==> src/rtl/core/slt_pkg.sv <==
// slt_pkg: shared types for the sorted line table
// action and status codes, table word layout, controller/datapath command and status bundles
// no dependencies
package slt_pkg;

  typedef enum logic [1:0] {
    ACT_STORE  = 2'd0,
    ACT_DELETE = 2'd1,
    ACT_FIND   = 2'd2,
    ACT_CLEAR  = 2'd3
  } action_t;

  typedef enum logic [2:0] {
    ST_INSERTED = 3'd0,
    ST_REPLACED = 3'd1,
    ST_DELETED  = 3'd2,
    ST_FOUND    = 3'd3,
    ST_NOTFOUND = 3'd4,
    ST_FULL     = 3'd5,
    ST_CLEARED  = 3'd6
  } status_t;

  typedef struct packed {
    logic [15:0] key;
    logic [15:0] handle;
  } entry_t;

  // controller -> datapath
  typedef struct packed {
    logic load;        // latch the incoming word, restart the scan
    logic scan;        // linear search step
    logic shift;       // move one entry per cycle
    logic dir_up;      // shift toward higher positions (insert)
    logic wr_hit;      // overwrite the handle of the matching entry
    logic put;         // write the new entry at the insert position
    logic cnt_inc;
    logic cnt_dec;
    logic cnt_clr;
    logic emit;        // load the result registers
    logic zero_idx;
    logic take_handle;
  } slt_cmd_t;

  // datapath -> controller
  typedef struct packed {
    logic stop;        // scan reached a key >= the searched key or the end
    logic hit;         // key equal at the stop position
    logic full;
    logic drained;     // no more moves issued or in flight
  } slt_sts_t;

endpackage

==> src/rtl/core/slt_ctrl.sv <==
// slt_ctrl: sequencer for search, shift and result of each action
// depends on slt_pkg
module slt_ctrl (
  input  logic              clk,
  input  logic              rst,
  input  logic              start,
  input  slt_pkg::action_t  action,
  input  slt_pkg::slt_sts_t sts,
  output slt_pkg::slt_cmd_t cmd,
  output logic              busy,
  output logic              done,
  output slt_pkg::status_t  status
);
  import slt_pkg::*;

  typedef enum logic [2:0] {
    S_IDLE,
    S_SCAN,
    S_SHIFT,
    S_PUT,
    S_CLEAR
  } state_t;

  state_t  state;
  state_t  state_next;
  action_t action_q;
  status_t status_next;
  logic    done_next;

  always_comb begin
    cmd         = '0;
    cmd.dir_up  = action_q == ACT_STORE;
    state_next  = state;
    status_next = status;
    done_next   = 1'b0;
    case (state)
      S_IDLE: begin
        if (start) begin
          cmd.load   = 1'b1;
          state_next = (action == ACT_CLEAR) ? S_CLEAR : S_SCAN;
        end
      end
      S_SCAN: begin
        cmd.scan = 1'b1;
        if (sts.stop) begin
          case (action_q)
            ACT_STORE: begin
              if (sts.hit) begin
                cmd.wr_hit  = 1'b1;
                cmd.emit    = 1'b1;
                status_next = ST_REPLACED;
                done_next   = 1'b1;
                state_next  = S_IDLE;
              end else if (sts.full) begin
                cmd.emit     = 1'b1;
                cmd.zero_idx = 1'b1;
                status_next  = ST_FULL;
                done_next    = 1'b1;
                state_next   = S_IDLE;
              end else begin
                state_next = S_SHIFT;
              end
            end
            ACT_DELETE: begin
              if (sts.hit) begin
                state_next = S_SHIFT;
              end else begin
                cmd.emit     = 1'b1;
                cmd.zero_idx = 1'b1;
                status_next  = ST_NOTFOUND;
                done_next    = 1'b1;
                state_next   = S_IDLE;
              end
            end
            default: begin
              cmd.emit        = 1'b1;
              cmd.zero_idx    = !sts.hit;
              cmd.take_handle = sts.hit;
              status_next     = sts.hit ? ST_FOUND : ST_NOTFOUND;
              done_next       = 1'b1;
              state_next      = S_IDLE;
            end
          endcase
        end
      end
      S_SHIFT: begin
        cmd.shift = 1'b1;
        if (sts.drained) begin
          if (action_q == ACT_STORE) begin
            state_next = S_PUT;
          end else begin
            cmd.cnt_dec = 1'b1;
            cmd.emit    = 1'b1;
            status_next = ST_DELETED;
            done_next   = 1'b1;
            state_next  = S_IDLE;
          end
        end
      end
      S_PUT: begin
        cmd.put     = 1'b1;
        cmd.cnt_inc = 1'b1;
        cmd.emit    = 1'b1;
        status_next = ST_INSERTED;
        done_next   = 1'b1;
        state_next  = S_IDLE;
      end
      S_CLEAR: begin
        cmd.cnt_clr  = 1'b1;
        cmd.emit     = 1'b1;
        cmd.zero_idx = 1'b1;
        status_next  = ST_CLEARED;
        done_next    = 1'b1;
        state_next   = S_IDLE;
      end
      default: begin
        state_next = S_IDLE;
      end
    endcase
  end

  assign busy = state != S_IDLE;

  always_ff @(posedge clk) begin
    if (rst) begin
      state    <= S_IDLE;
      done     <= 1'b0;
      status   <= ST_NOTFOUND;
      action_q <= ACT_STORE;
    end else begin
      state  <= state_next;
      done   <= done_next;
      status <= status_next;
      if (state == S_IDLE && start) begin
        action_q <= action;
      end
    end
  end

endmodule

==> config.mk <==
export PLATFORM = sky130hd
export DESIGN_NAME = slt_ctrl
export DESIGN_NICKNAME = d
export VERILOG_FILES = /design/src/rtl/core/slt_pkg.sv /design/src/rtl/core/slt_ctrl.sv
export SDC_FILE = /design/constraint.sdc
export NUM_CORES = 1
export LEC_CHECK = 0
export BUFFER_PORTS_ARGS = -buffer_cell sky130_fd_sc_hd__buf_2
export CAP_MARGIN = 20
export CORE_UTILIZATION = 30
export CTS_CLUSTER_DIAMETER = 30
export DETAILED_ROUTE_END_ITERATION = 16
export SYNTH_ARGS = -nofsm -noshare
export SYNTH_HDL_FRONTEND = slang
export SYNTH_SLANG_ARGS = --single-unit
==> constraint.sdc <==
create_clock -name clk -period 4.5 [get_ports clk]
set_clock_uncertainty 0.2 [all_clocks]
set_input_delay 0.9 -clock clk [delete_from_list [all_inputs] [get_ports clk]]
set_output_delay 0.9 -clock clk [all_outputs]
set_load 0.1 [all_outputs]
==> load_flow_metrics.sql, run 1 <==
INSERT INTO impl_metrics (metric_group, metric, value, unit) VALUES
('logic_synthesis', 'cell_area_after_synthesis', '589.3', 'um^2'),
('global_routing', 'top_usage_layer', 'met2', ''),
('cells_and_area', 'finish.cell_count_without_fillers', '122', ''),
('logic_synthesis', 'synthesis.yosys.warnings', '0', ''),
('timing', 'hold_violations', '0', ''),
('floorplan', 'floorplan.initialDensity', '33.05', '%'),
('placement', 'dp.cells', '118', ''),
('global_routing', 'globalRouteMet1Util', '18.78', '%'),
('min_path', 'worst_hold_path_type', 'reg2reg', ''),
('logic_synthesis', 'ys_types', '36', ''),
('placement', 'gp_congestion', '0.7251', ''),
('critical_path', 'worst-setup-path-type', 'in2out', ''),
('floorplan', 'floorplan.rows', '15', ''),
('timing', 'finalSetupTns', '0', 'ns'),
('floorplan', 'die_area', '2146', 'um^2'),
('global_routing', 'gr-usage-met3', '2.353', '%'),
('timing', 'maxClockFrequency', '300.2', 'MHz'),
('cells_and_area', 'final_area', '732.0', 'um^2'),
('clock_network', 'clock_tree.root_cell', 'sky130_fd_sc_hd__clkbuf_4', ''),
('detailed_routing', 'vias_per_cell', '4.787', ''),
('critical_path', 'timing.critical_path.required', '3.40', 'ns'),
('logic_synthesis', 'seq_area_frac_synth', '30.57', '%'),
('clock_network', 'worst_skew_pair.late_latency', '0.26', 'ns'),
('critical_path', 'cpMostUsedCell', 'sky130_fd_sc_hd__buf_2', ''),
('clock_network', 'cts_setup_buffers', '0', ''),
('global_routing', 'antenna_violations_before_repair', '0', ''),
('status', 'outcome', 'completed', ''),
('power_and_ir_drop', 'power_leakage', '0.3708', 'nW'),
('placement', 'buffer_ports.inserted', '25', ''),
('cells_and_area', 'nNetsFinal', '107', ''),
('logic_synthesis', 'synth.ff_latch_count', '9', ''),
('power_and_ir_drop', 'peak_supply_drop', '138.5', 'uV'),
('critical_path', 'critPathTopFamily', 'simple AND/OR/NAND/NOR gates', ''),
('critical_path', 'critical_path.max_fanout', '5', ''),
('global_routing', 'grt_pass1_vias', '545', ''),
('cells_and_area', 'area_delta_synth_final', '24.20', '%'),
('cells_and_area', 'post_route_cells_drive_above_1_share', '36.08', '%'),
('cells_and_area', 'area.sequential', '180.2', 'um^2'),
('global_routing', 'grt_resource_usage_total', '14.69', '%'),
('clock_network', 'clock-sinks', '9', ''),
('cells_and_area', 'antenna_cells_inserted', '0', ''),
('timing', 'fin_worst_hold_slack', '0.2629', 'ns'),
('critical_path', 'critPathBufInv', '3', ''),
('critical_path', 'timing.critical_path.from_type', 'input port', ''),
('floorplan', 'fp.dieW', '46.32', 'um'),
('logic_synthesis', 'synth.net_count', '84', ''),
('cells_and_area', 'post-route-util', '41.05', '%'),
('placement', 'place_area', '705.7', 'um^2'),
('timing', 'report.final.slew_viol_count', '0', ''),
('critical_path', 'worstPathCellList', 'buf_2 > or4_4 > nand3_2 > and3_1 > inv_1 > buf_2', ''),
('detailed_routing', 'firstDrtPassIters', '4', ''),
('critical_path', 'worstPathArrival', '2.23', 'ns'),
('detailed_routing', 'antenna_left', '0', ''),
('critical_path', 'slowest_delay', '0.49', 'ns'),
('clock_network', 'clock_tree.buffer_depth', '2', ''),
('clock_network', 'numCtsBuffers', '3', ''),
('cells_and_area', 'fillers', '198', ''),
('floorplan', 'io_pins', '26', ''),
('clock_network', 'ctsResizeCount', '0', ''),
('detailed_routing', 'drt-initial-drc-count', '11', ''),
('timing', 'tightestPinTransition', '0.4788', 'ns'),
('global_routing', 'largest_net_degree_at_the_start_of_global_routing', '12', ''),
('floorplan', 'design.core.area', '1783', 'um^2'),
('detailed_routing', 'routed-via-count', '584', ''),
('detailed_routing', 'route.detailed.wl_per_inst', '11.29', 'um'),
('power_and_ir_drop', 'report.power.total', '0.2751', 'mW'),
('detailed_routing', 'totalWireLength', '1377', 'um'),
('timing', 'setup-violations-final', '0', ''),
('cells_and_area', 'area_occupied_by_multi_input_gates', '342.8', 'um^2'),
('clock_network', 'hold_buffers', '0', ''),
('cells_and_area', 'final_cell_mix', 'sky130_fd_sc_hd__buf_2, sky130_fd_sc_hd__dfxtp_1, sky130_fd_sc_hd__inv_1, sky130_fd_sc_hd__nand2_1, sky130_fd_sc_hd__nor2_1', '');
-- cells by family (layout without fill, tap and decap cells) --
family | count (synthesis) | count (layout) | synth area share (%)
and+or+nand+nor | 34 | 34 | 34.18
muxes | 1 | 1 | 2.547
DFF | 9 | 9 | 30.57
xor gates and xnor gates | 1 | 1 | 1.486
buffers and inverters | 14 | 36 | 12.10
AOI/OAI and AO/OA | 16 | 16 | 19.11
-- report_power, final --
group          leakage (nW)  internal [mW]  switching [mW]
clock network        0.0150         0.0342          0.0285
registers            0.0735         0.0854         0.00680
logic                 0.282         0.0252          0.0950
total                 0.371          0.145           0.130
-- synthesized netlist by cell type --
cell type                   number  share of area [%]
sky130_fd_sc_hd__or2_2           1                1.1
sky130_fd_sc_hd__o21ai_0         1               0.85
sky130_fd_sc_hd__nor3_1          2                1.7
sky130_fd_sc_hd__nand3_2         1                1.7
sky130_fd_sc_hd__nand2b_1        1                1.1
sky130_fd_sc_hd__o31ai_1         1                1.3
sky130_fd_sc_hd__and2_1          2                2.1
sky130_fd_sc_hd__nand3b_1        1                1.3
sky130_fd_sc_hd__a2111oi_0       1                1.5
sky130_fd_sc_hd__buf_2           3                2.5
sky130_fd_sc_hd__and2b_1         1                1.3
sky130_fd_sc_hd__nor2_1          6                3.8
sky130_fd_sc_hd__a31oi_1         1                1.1
sky130_fd_sc_hd__a211o_2         1                1.7
sky130_fd_sc_hd__nand2_1         6                3.8
sky130_fd_sc_hd__a21oi_1         4                3.4
sky130_fd_sc_hd__mux2_4          1                2.5
sky130_fd_sc_hd__and4bb_2        1                2.1
sky130_fd_sc_hd__a211o_1         1                1.5
sky130_fd_sc_hd__o22ai_1         1                1.1
sky130_fd_sc_hd__inv_1           7                4.5
sky130_fd_sc_hd__nor2b_1         3                3.2
sky130_fd_sc_hd__a32oi_1         1                1.5
sky130_fd_sc_hd__o21a_1          1                1.3
sky130_fd_sc_hd__buf_4           2                2.5
sky130_fd_sc_hd__nor3b_1         2                2.5
sky130_fd_sc_hd__a22o_1          1                1.5
sky130_fd_sc_hd__dfxtp_1         9                 31
sky130_fd_sc_hd__and3_1          2                2.1
sky130_fd_sc_hd__nand4bb_1       1                1.9
sky130_fd_sc_hd__xnor2_1         1                1.5
sky130_fd_sc_hd__or4_4           1                1.9
sky130_fd_sc_hd__buf_1           1               0.64
sky130_fd_sc_hd__buf_6           1                1.9
sky130_fd_sc_hd__nand3_1         3                2.5
sky130_fd_sc_hd__a211oi_1        2                2.5
-- layout make-up --
class / count / share of cell area (%)
timing repair buffer: 25 / 17.09
inverter: 7 / 3.590
sequential: 9 / 24.62
multi-input combinational: 52 / 46.84
tap: 25 / 4.274
clock buffer: 4 / 3.590
-- worst min-delay path, stage by stage (launching register included) --
cell	delay, ns
sky130_fd_sc_hd__dfxtp_1	0.31
sky130_fd_sc_hd__inv_1	0.05
sky130_fd_sc_hd__a211oi_1	0.05
-- registers in the layout (all words and copies together) (netlist names) --
signal	flops
action_q	2
done	1
state	3
status	3
-- final timing paths --
path	endpoint	slack [ns]	depth (start not counted)	startpoint
worst min register to register	status[1]$_SDFFE_PP0P_	0.26	2	status[1]$_SDFFE_PP0P_
worst min-delay path	status[1]$_SDFFE_PP0P_	0.26	2	status[1]$_SDFFE_PP0P_
worst max-delay path	cmd[2]	1.17	6	sts[2]
worst max register to register	status[0]$_SDFFE_PP0P_	2.62	4	action_q[1]$_SDFFE_PP0P_
-- routing by layer --
| layer | vias up | wire length (um) |
|---|---|---|
| met3 | 2 | 37 |
| met2 | 10 | 651 |
| li1 | 305 | - |
| met4 | 0 | 19 |
| met5 | - | 0 |
| met1 | 267 | 668 |
No activity file was read; power rests on OpenSTA's default activity.
==> run 2: changes to the inputs <==
clock period = 2.8 ns   (was 4.5 ns; I/O delays follow)
==> run 2 against run 1 <==
- utilization rose by 2.0 points
- largest cell class unchanged
- clock power up 66%
- combinational power is 68% higher
- first-iteration DRC count decreased by 18%
- die area unchanged
- largest power group unchanged
- worst setup slack lost 0.94 ns
==> load_flow_metrics.sql, run 2 (same netlist as run 1, synthesis figures left out) <==
INSERT INTO impl_metrics (metric_group, metric, value, unit) VALUES
('clock_network', 'htree_num_levels', '1', ''),
('global_routing', 'grt_pass1_wl', '2166', 'um'),
('global_routing', 'globalRouteMet1Util', '17.52', '%'),
('timing', 'setup_ws', '0.2286', 'ns'),
('timing', 'finalSetupTns', '0', 'ns'),
('floorplan', 'floorplan.rows', '15', ''),
('clock_network', 'clock_tree.root_cell', 'sky130_fd_sc_hd__clkbuf_4', ''),
('critical_path', 'timing.reg2reg.setup_slack', '0.91', 'ns'),
('power_and_ir_drop', 'internal_power', '0.2383', 'mW'),
('detailed_routing', 'firstDrtPassIters', '4', ''),
('power_and_ir_drop', 'power.switching', '0.2153', 'mW'),
('placement', 'gp_congestion', '0.7663', ''),
('power_and_ir_drop', 'report.power.total', '0.4535', 'mW'),
('critical_path', 'critPathTopFamily', 'flip-flops', ''),
('global_routing', 'residual_overflow_from_global_routing', '0', ''),
('job', 'cap_violations', '0', ''),
('timing', 'report.final.slew_viol_count', '0', ''),
('floorplan', 'io_pins', '26', ''),
('power_and_ir_drop', 'power_leakage', '0.3861', 'nW'),
('detailed_routing', 'totalWireLength', '1429', 'um'),
('floorplan', 'floorplan.initialDensity', '33.05', '%'),
('timing', 'rsz0062_at_grt', 'false', ''),
('global_routing', 'gr-usage-met3', '7.451', '%'),
('timing', 'slew_headroom', '69.14', '%'),
('clock_network', 'worst_skew_pair.late_latency', '0.26', 'ns'),
('cells_and_area', 'antenna_cells_inserted', '0', ''),
('cells_and_area', 'area_delta_synth_final', '30.15', '%'),
('power_and_ir_drop', 'power.share.combinational', '44.5', '%'),
('clock_network', 'hold_buffers', '0', ''),
('clock_network', 'tritoncts', 'done', ''),
('critical_path', 'worstRegToRegCells', '5', ''),
('critical_path', 'worstReg2RegStart', 'action_q[1]$_SDFFE_PP0P_', ''),
('clock_network', 'clk_transition_reported_paths', '0.06', 'ns'),
('power_and_ir_drop', 'switching_share', '47.46', '%'),
('global_routing', 'antenna_violations_before_repair', '0', ''),
('cells_and_area', 'top_regs', 'state (3), status (3), action_q (2)', ''),
('status', 'outcome', 'completed', ''),
('clock_network', 'clock_tree.buffer_depth', '2', ''),
('critical_path', 'r2r_end', 'status[0]$_SDFFE_PP0P_', ''),
('placement', 'place.detailed.hpwl', '1113', 'um'),
('timing', 'maxClockFrequency', '388.9', 'MHz'),
('global_routing', 'grt_resource_usage_total', '14.58', '%'),
('detailed_routing', 'antenna_left', '0', ''),
('timing', 'finalWorstPathRequiredPeriod', '2.571', 'ns'),
('cells_and_area', 'final_area', '767.0', 'um^2'),
('floorplan', 'die_area', '2146', 'um^2'),
('clock_network', 'cts_setup_buffers', '0', ''),
('detailed_routing', 'routed-via-count', '591', ''),
('placement', 'dp.cells', '120', ''),
('placement', 'place_area', '740.7', 'um^2'),
('power_and_ir_drop', 'power.share.sequential', '32.7', '%'),
('critical_path', 'timing.critical_path.from_type', 'flop', ''),
('critical_path', 'slowest_library_cell_on_the_worst_path', 'sky130_fd_sc_hd__dfxtp_1', ''),
('floorplan', 'design.core.area', '1783', 'um^2'),
('cells_and_area', 'post-route-util', '43.02', '%'),
('detailed_routing', 'drt-initial-drc-count', '9', ''),
('global_routing', 'grt_pass1_vias', '517', ''),
('power_and_ir_drop', 'peak_supply_drop', '291.0', 'uV'),
('timing', 'setup-violations-final', '0', ''),
('min_path', 'hold_start', 'status[1]$_SDFFE_PP0P_', ''),
('critical_path', 'critPathBufInv', '2', ''),
('timing', 'fin_worst_hold_slack', '0.2487', 'ns'),
('global_routing', 'top_usage_layer', 'met2', ''),
('critical_path', 'timing.critical_path.required', '2.04', 'ns'),
('detailed_routing', 'route.detailed.wl_per_inst', '11.52', 'um'),
('critical_path', 'worstPathArrival', '1.81', 'ns'),
('critical_path', 'critical_path.max_fanout', '11', ''),
('clock_network', 'numCtsBuffers', '3', ''),
('floorplan', 'fp.dieW', '46.32', 'um'),
('global_routing', 'largest_net_degree_at_the_start_of_global_routing', '12', ''),
('timing', 'post-route-period-util', '91.84', '%'),
('critical_path', 'worstSetupEndpointType', 'primary output', ''),
('floorplan', 'die_h', '46.32', 'um'),
('min_path', 'min_delay_path_depth', '2', ''),
('cells_and_area', 'final_cell_mix', 'sky130_fd_sc_hd__buf_2, sky130_fd_sc_hd__dfxtp_1, sky130_fd_sc_hd__inv_1, sky130_fd_sc_hd__nand2_1, sky130_fd_sc_hd__nor2_1', ''),
('power_and_ir_drop', 'power_frac_clock', '22.9', '%'),
('cells_and_area', 'final_common_cell', 'sky130_fd_sc_hd__buf_2', ''),
('timing', 'hold_violations', '0', ''),
('min_path', 'worst_hold_path_type', 'reg2reg', ''),
('cells_and_area', 'nNetsFinal', '109', ''),
('placement', 'buffer_ports.inserted', '25', ''),
('timing', 'tightestPinTransition', '0.4512', 'ns'),
('power_and_ir_drop', 'power.density', '591.3', 'nW/um^2'),
('clock_network', 'clock-sinks', '9', ''),
('clock_network', 'ctsResizeCount', '0', ''),
('placement', 'dp_worst_setup_slack', '0.2701', 'ns'),
('cells_and_area', 'finish.cell_count_without_fillers', '124', ''),
('critical_path', 'slowest_delay', '0.53', 'ns'),
('cells_and_area', 'post_route_cells_drive_above_1_share', '40.40', '%'),
('critical_path', 'worstPathCellList', 'and2b_1 > o21ai_0 > and3_1 > inv_1 > buf_2', ''),
('detailed_routing', 'route.detailed.drc', '0', ''),
('global_routing', 'met2_track_usage_gr', '23.61', '%'),
('critical_path', 'worst-setup-path-type', 'reg2out', ''),
('detailed_routing', 'vias_per_cell', '4.766', ''),
('min_path', 'hold_path_end', 'status[1]$_SDFFE_PP0P_', '');
-- run 2: worst max path at each step --
| stage | cells past startpoint | endpoint | from |
|---|---|---|---|
| floorplan | 3 | cmd[4] | state[1]$_SDFFE_PP0P_ |
| global placement | 6 | cmd[2] | sts[2] |
| detailed placement | 6 | cmd[2] | sts[2] |
| CTS | 5 | cmd[2] | state[1]$_SDFFE_PP0P_ |
| global route | 5 | cmd[2] | state[1]$_SDFFE_PP0P_ |
| finish | 5 | cmd[2] | state[1]$_SDFFE_PP0P_ |
-- run 2: routing by layer --
layer	vias up	wire [um]
met2	23	640
li1	310	-
met1	258	680
met4	0	0
met5	-	0
met3	0	107
-- run 2: cell type report --
class	instances	area, um^2
Timing Repair Buffer	27	140.1
Multi-Input combinational cell	52	362.8
Fill cell	189	1016
Clock buffer	4	26.28
Tap cell	25	31.28
Inverter	7	26.28
Sequential cell	9	180.2
-- run 2: worst register-to-register path: stages (launching register included) --
cell and delay [ns]:
sky130_fd_sc_hd__dfxtp_1 0.35, sky130_fd_sc_hd__or4_4 0.55, sky130_fd_sc_hd__nand3_2 0.09, sky130_fd_sc_hd__and3_1 0.17, sky130_fd_sc_hd__buf_4 0.14, sky130_fd_sc_hd__mux2_4 0.29
-- run 2: power by group through the flow --
| stage | logic, mW | clock network (mW) | registers, mW |
|---|---|---|---|
| 6_report | 0.202 | 0.104 | 0.148 |
| 2_1_floorplan | 0.143 | 0 | 0.179 |
| 3_5_place_dp | 0.202 | 0 | 0.151 |
| 4_1_cts | 0.202 | 0.108 | 0.148 |
| 3_3_place_gp | 0.202 | 0 | 0.151 |
| 5_1_grt | 0.213 | 0.113 | 0.150 |
==> run 3: changes to the inputs <==
CTS_BUF_LIST = sky130_fd_sc_hd__clkbuf_4   (was default)
==> run 3 against run 2 <==
- sequential power about the same
- global-route usage down 0.080 points
- count of clock-buffer cells in the layout unchanged
- highest routed layer unchanged
==> load_flow_metrics.sql, run 3 (same netlist as run 1, synthesis figures left out) <==
INSERT INTO impl_metrics (metric_group, metric, value, unit) VALUES
('job', 'cap_violations', '0', ''),
('power_and_ir_drop', 'switching_share', '46.46', '%'),
('clock_network', 'htree_num_levels', '1', ''),
('timing', 'report.final.slew_viol_count', '0', ''),
('floorplan', 'design.core.area', '1783', 'um^2'),
('cells_and_area', 'final_area', '770.7', 'um^2'),
('detailed_routing', 'antenna_left', '0', ''),
('clock_network', 'hold_buffers', '0', ''),
('timing', 'tightestPinTransition', '0.4673', 'ns'),
('cells_and_area', 'top_regs', 'state (3), status (3), action_q (2)', ''),
('global_routing', 'grt_pass1_wl', '2152', 'um'),
('cells_and_area', 'nNetsFinal', '109', ''),
('timing', 'rsz0062_at_grt', 'false', ''),
('floorplan', 'io_pins', '26', ''),
('clock_network', 'tritoncts', 'done', ''),
('clock_network', 'ctsResizeCount', '0', ''),
('placement', 'place.detailed.hpwl', '1113', 'um'),
('clock_network', 'clock_tree.root_cell', 'sky130_fd_sc_hd__clkbuf_4', ''),
('clock_network', 'numCtsBuffers', '3', ''),
('clock_network', 'clock_tree.buffer_depth', '2', ''),
('critical_path', 'worstSetupEndpointType', 'primary output', ''),
('timing', 'hold_violations', '0', ''),
('placement', 'buffer_ports.inserted', '25', ''),
('cells_and_area', 'finish.cell_count_without_fillers', '124', ''),
('timing', 'post-route-period-util', '91.80', '%'),
('placement', 'dp_worst_setup_slack', '0.2701', 'ns'),
('critical_path', 'timing.reg2reg.setup_slack', '0.91', 'ns'),
('floorplan', 'die_h', '46.32', 'um'),
('detailed_routing', 'drt-initial-drc-count', '9', ''),
('placement', 'dp.cells', '120', ''),
('floorplan', 'fp.dieW', '46.32', 'um'),
('power_and_ir_drop', 'power_frac_clock', '24.5', '%'),
('power_and_ir_drop', 'internal_power', '0.2480', 'mW'),
('timing', 'fin_worst_hold_slack', '0.2487', 'ns'),
('clock_network', 'clock-sinks', '9', ''),
('timing', 'setup_ws', '0.2295', 'ns'),
('power_and_ir_drop', 'power.share.sequential', '32.0', '%'),
('critical_path', 'critical_path.max_fanout', '11', ''),
('status', 'outcome', 'completed', ''),
('cells_and_area', 'final_cell_mix', 'sky130_fd_sc_hd__buf_2, sky130_fd_sc_hd__dfxtp_1, sky130_fd_sc_hd__inv_1, sky130_fd_sc_hd__nand2_1, sky130_fd_sc_hd__nor2_1', ''),
('cells_and_area', 'post-route-util', '43.23', '%'),
('global_routing', 'antenna_violations_before_repair', '0', ''),
('global_routing', 'grt_resource_usage_total', '14.50', '%'),
('placement', 'gp_congestion', '0.7663', ''),
('min_path', 'hold_path_end', 'status[1]$_SDFFE_PP0P_', ''),
('detailed_routing', 'route.detailed.wl_per_inst', '11.46', 'um'),
('min_path', 'hold_start', 'status[1]$_SDFFE_PP0P_', ''),
('floorplan', 'die_area', '2146', 'um^2'),
('detailed_routing', 'firstDrtPassIters', '4', ''),
('cells_and_area', 'post_route_cells_drive_above_1_share', '41.41', '%'),
('detailed_routing', 'totalWireLength', '1421', 'um'),
('min_path', 'min_delay_path_depth', '2', ''),
('power_and_ir_drop', 'power_leakage', '0.3895', 'nW'),
('critical_path', 'timing.critical_path.from_type', 'flop', ''),
('global_routing', 'residual_overflow_from_global_routing', '0', ''),
('global_routing', 'grt_pass1_vias', '516', ''),
('critical_path', 'worst-setup-path-type', 'reg2out', ''),
('placement', 'place_area', '740.7', 'um^2'),
('clock_network', 'worst_skew_pair.late_latency', '0.26', 'ns'),
('critical_path', 'worstPathArrival', '1.81', 'ns'),
('cells_and_area', 'area_occupied_by_multi_input_gates', '362.8', 'um^2'),
('clock_network', 'clk_transition_reported_paths', '0.06', 'ns'),
('floorplan', 'floorplan.initialDensity', '33.05', '%'),
('cells_and_area', 'area_delta_synth_final', '30.79', '%'),
('timing', 'finalSetupTns', '0', 'ns'),
('min_path', 'worst_hold_path_type', 'reg2reg', ''),
('cells_and_area', 'antenna_cells_inserted', '0', ''),
('power_and_ir_drop', 'peak_supply_drop', '291.4', 'uV'),
('critical_path', 'worstRegToRegCells', '5', ''),
('floorplan', 'floorplan.rows', '15', ''),
('power_and_ir_drop', 'report.power.total', '0.4631', 'mW'),
('global_routing', 'largest_net_degree_at_the_start_of_global_routing', '12', ''),
('power_and_ir_drop', 'power.density', '600.9', 'nW/um^2'),
('detailed_routing', 'routed-via-count', '589', ''),
('critical_path', 'r2r_end', 'status[0]$_SDFFE_PP0P_', ''),
('critical_path', 'worstReg2RegStart', 'action_q[1]$_SDFFE_PP0P_', ''),
('power_and_ir_drop', 'power.share.combinational', '43.6', '%'),
('cells_and_area', 'fillers', '187', ''),
('timing', 'setup-violations-final', '0', ''),
('cells_and_area', 'area.sequential', '180.2', 'um^2'),
('timing', 'finalWorstPathRequiredPeriod', '2.570', 'ns'),
('timing', 'slew_headroom', '68.04', '%'),
('power_and_ir_drop', 'power.switching', '0.2152', 'mW'),
('detailed_routing', 'vias_per_cell', '4.750', ''),
('cells_and_area', 'final_common_cell', 'sky130_fd_sc_hd__buf_2', ''),
('critical_path', 'timing.critical_path.required', '2.04', 'ns'),
('detailed_routing', 'route.detailed.drc', '0', ''),
('timing', 'maxClockFrequency', '389.0', 'MHz'),
('clock_network', 'cts_setup_buffers', '0', '');
==> run 3: cell counts in the layout (fill, tap and decap cells not counted) <==
No cell type changed its count.
==> run 3: final cells by class <==
| class | instances | share of cell area [%] |
|---|---|---|
| flip-flops and latches | 9 | 23.38 |
| clock buffers | 4 | 3.896 |
| well taps | 25 | 4.058 |
| multi-input cells | 52 | 47.08 |
| repair buffers | 27 | 18.18 |
| inverters | 7 | 3.409 |
==> run 3: worst max-delay path by stage <==
stage	start	endpoint	slack, ns	cells past startpoint
after detailed placement	sts[2]	cmd[2]	0.27	6
final	state[1]$_SDFFE_PP0P_	cmd[2]	0.23	5
after CTS	state[1]$_SDFFE_PP0P_	cmd[2]	0.22	5
after global placement	sts[2]	cmd[2]	0.28	6
after floorplan	state[1]$_SDFFE_PP0P_	cmd[4]	-0.65	3
after global routing	state[1]$_SDFFE_PP0P_	cmd[2]	0.09	5
==> run 3: power by group through the flow <==
stage / clock (mW) / combinational, mW / sequential [mW]
floorplan: 0 / 0.143 / 0.179
global placement: 0 / 0.202 / 0.151
detailed placement: 0 / 0.202 / 0.151
CTS: 0.118 / 0.202 / 0.148
global route: 0.122 / 0.213 / 0.150
finish: 0.113 / 0.202 / 0.148
==> run 3: critical path, cell delays in order (launching register included) <==
cell                      delay [ns]
sky130_fd_sc_hd__dfxtp_1        0.53
sky130_fd_sc_hd__and2b_1        0.22
sky130_fd_sc_hd__o21ai_0        0.12
sky130_fd_sc_hd__and3_1         0.22
sky130_fd_sc_hd__inv_1          0.04
sky130_fd_sc_hd__buf_2          0.41
==> run 3: layer usage <==
layer,vias to the layer above,global-route usage [%],share of wire [%]
met5,-,0,0
met4,0,1.765,0
met3,0,7.451,7.7
met2,23,23.33,45
met1,257,17.52,48
li1,309,-,-
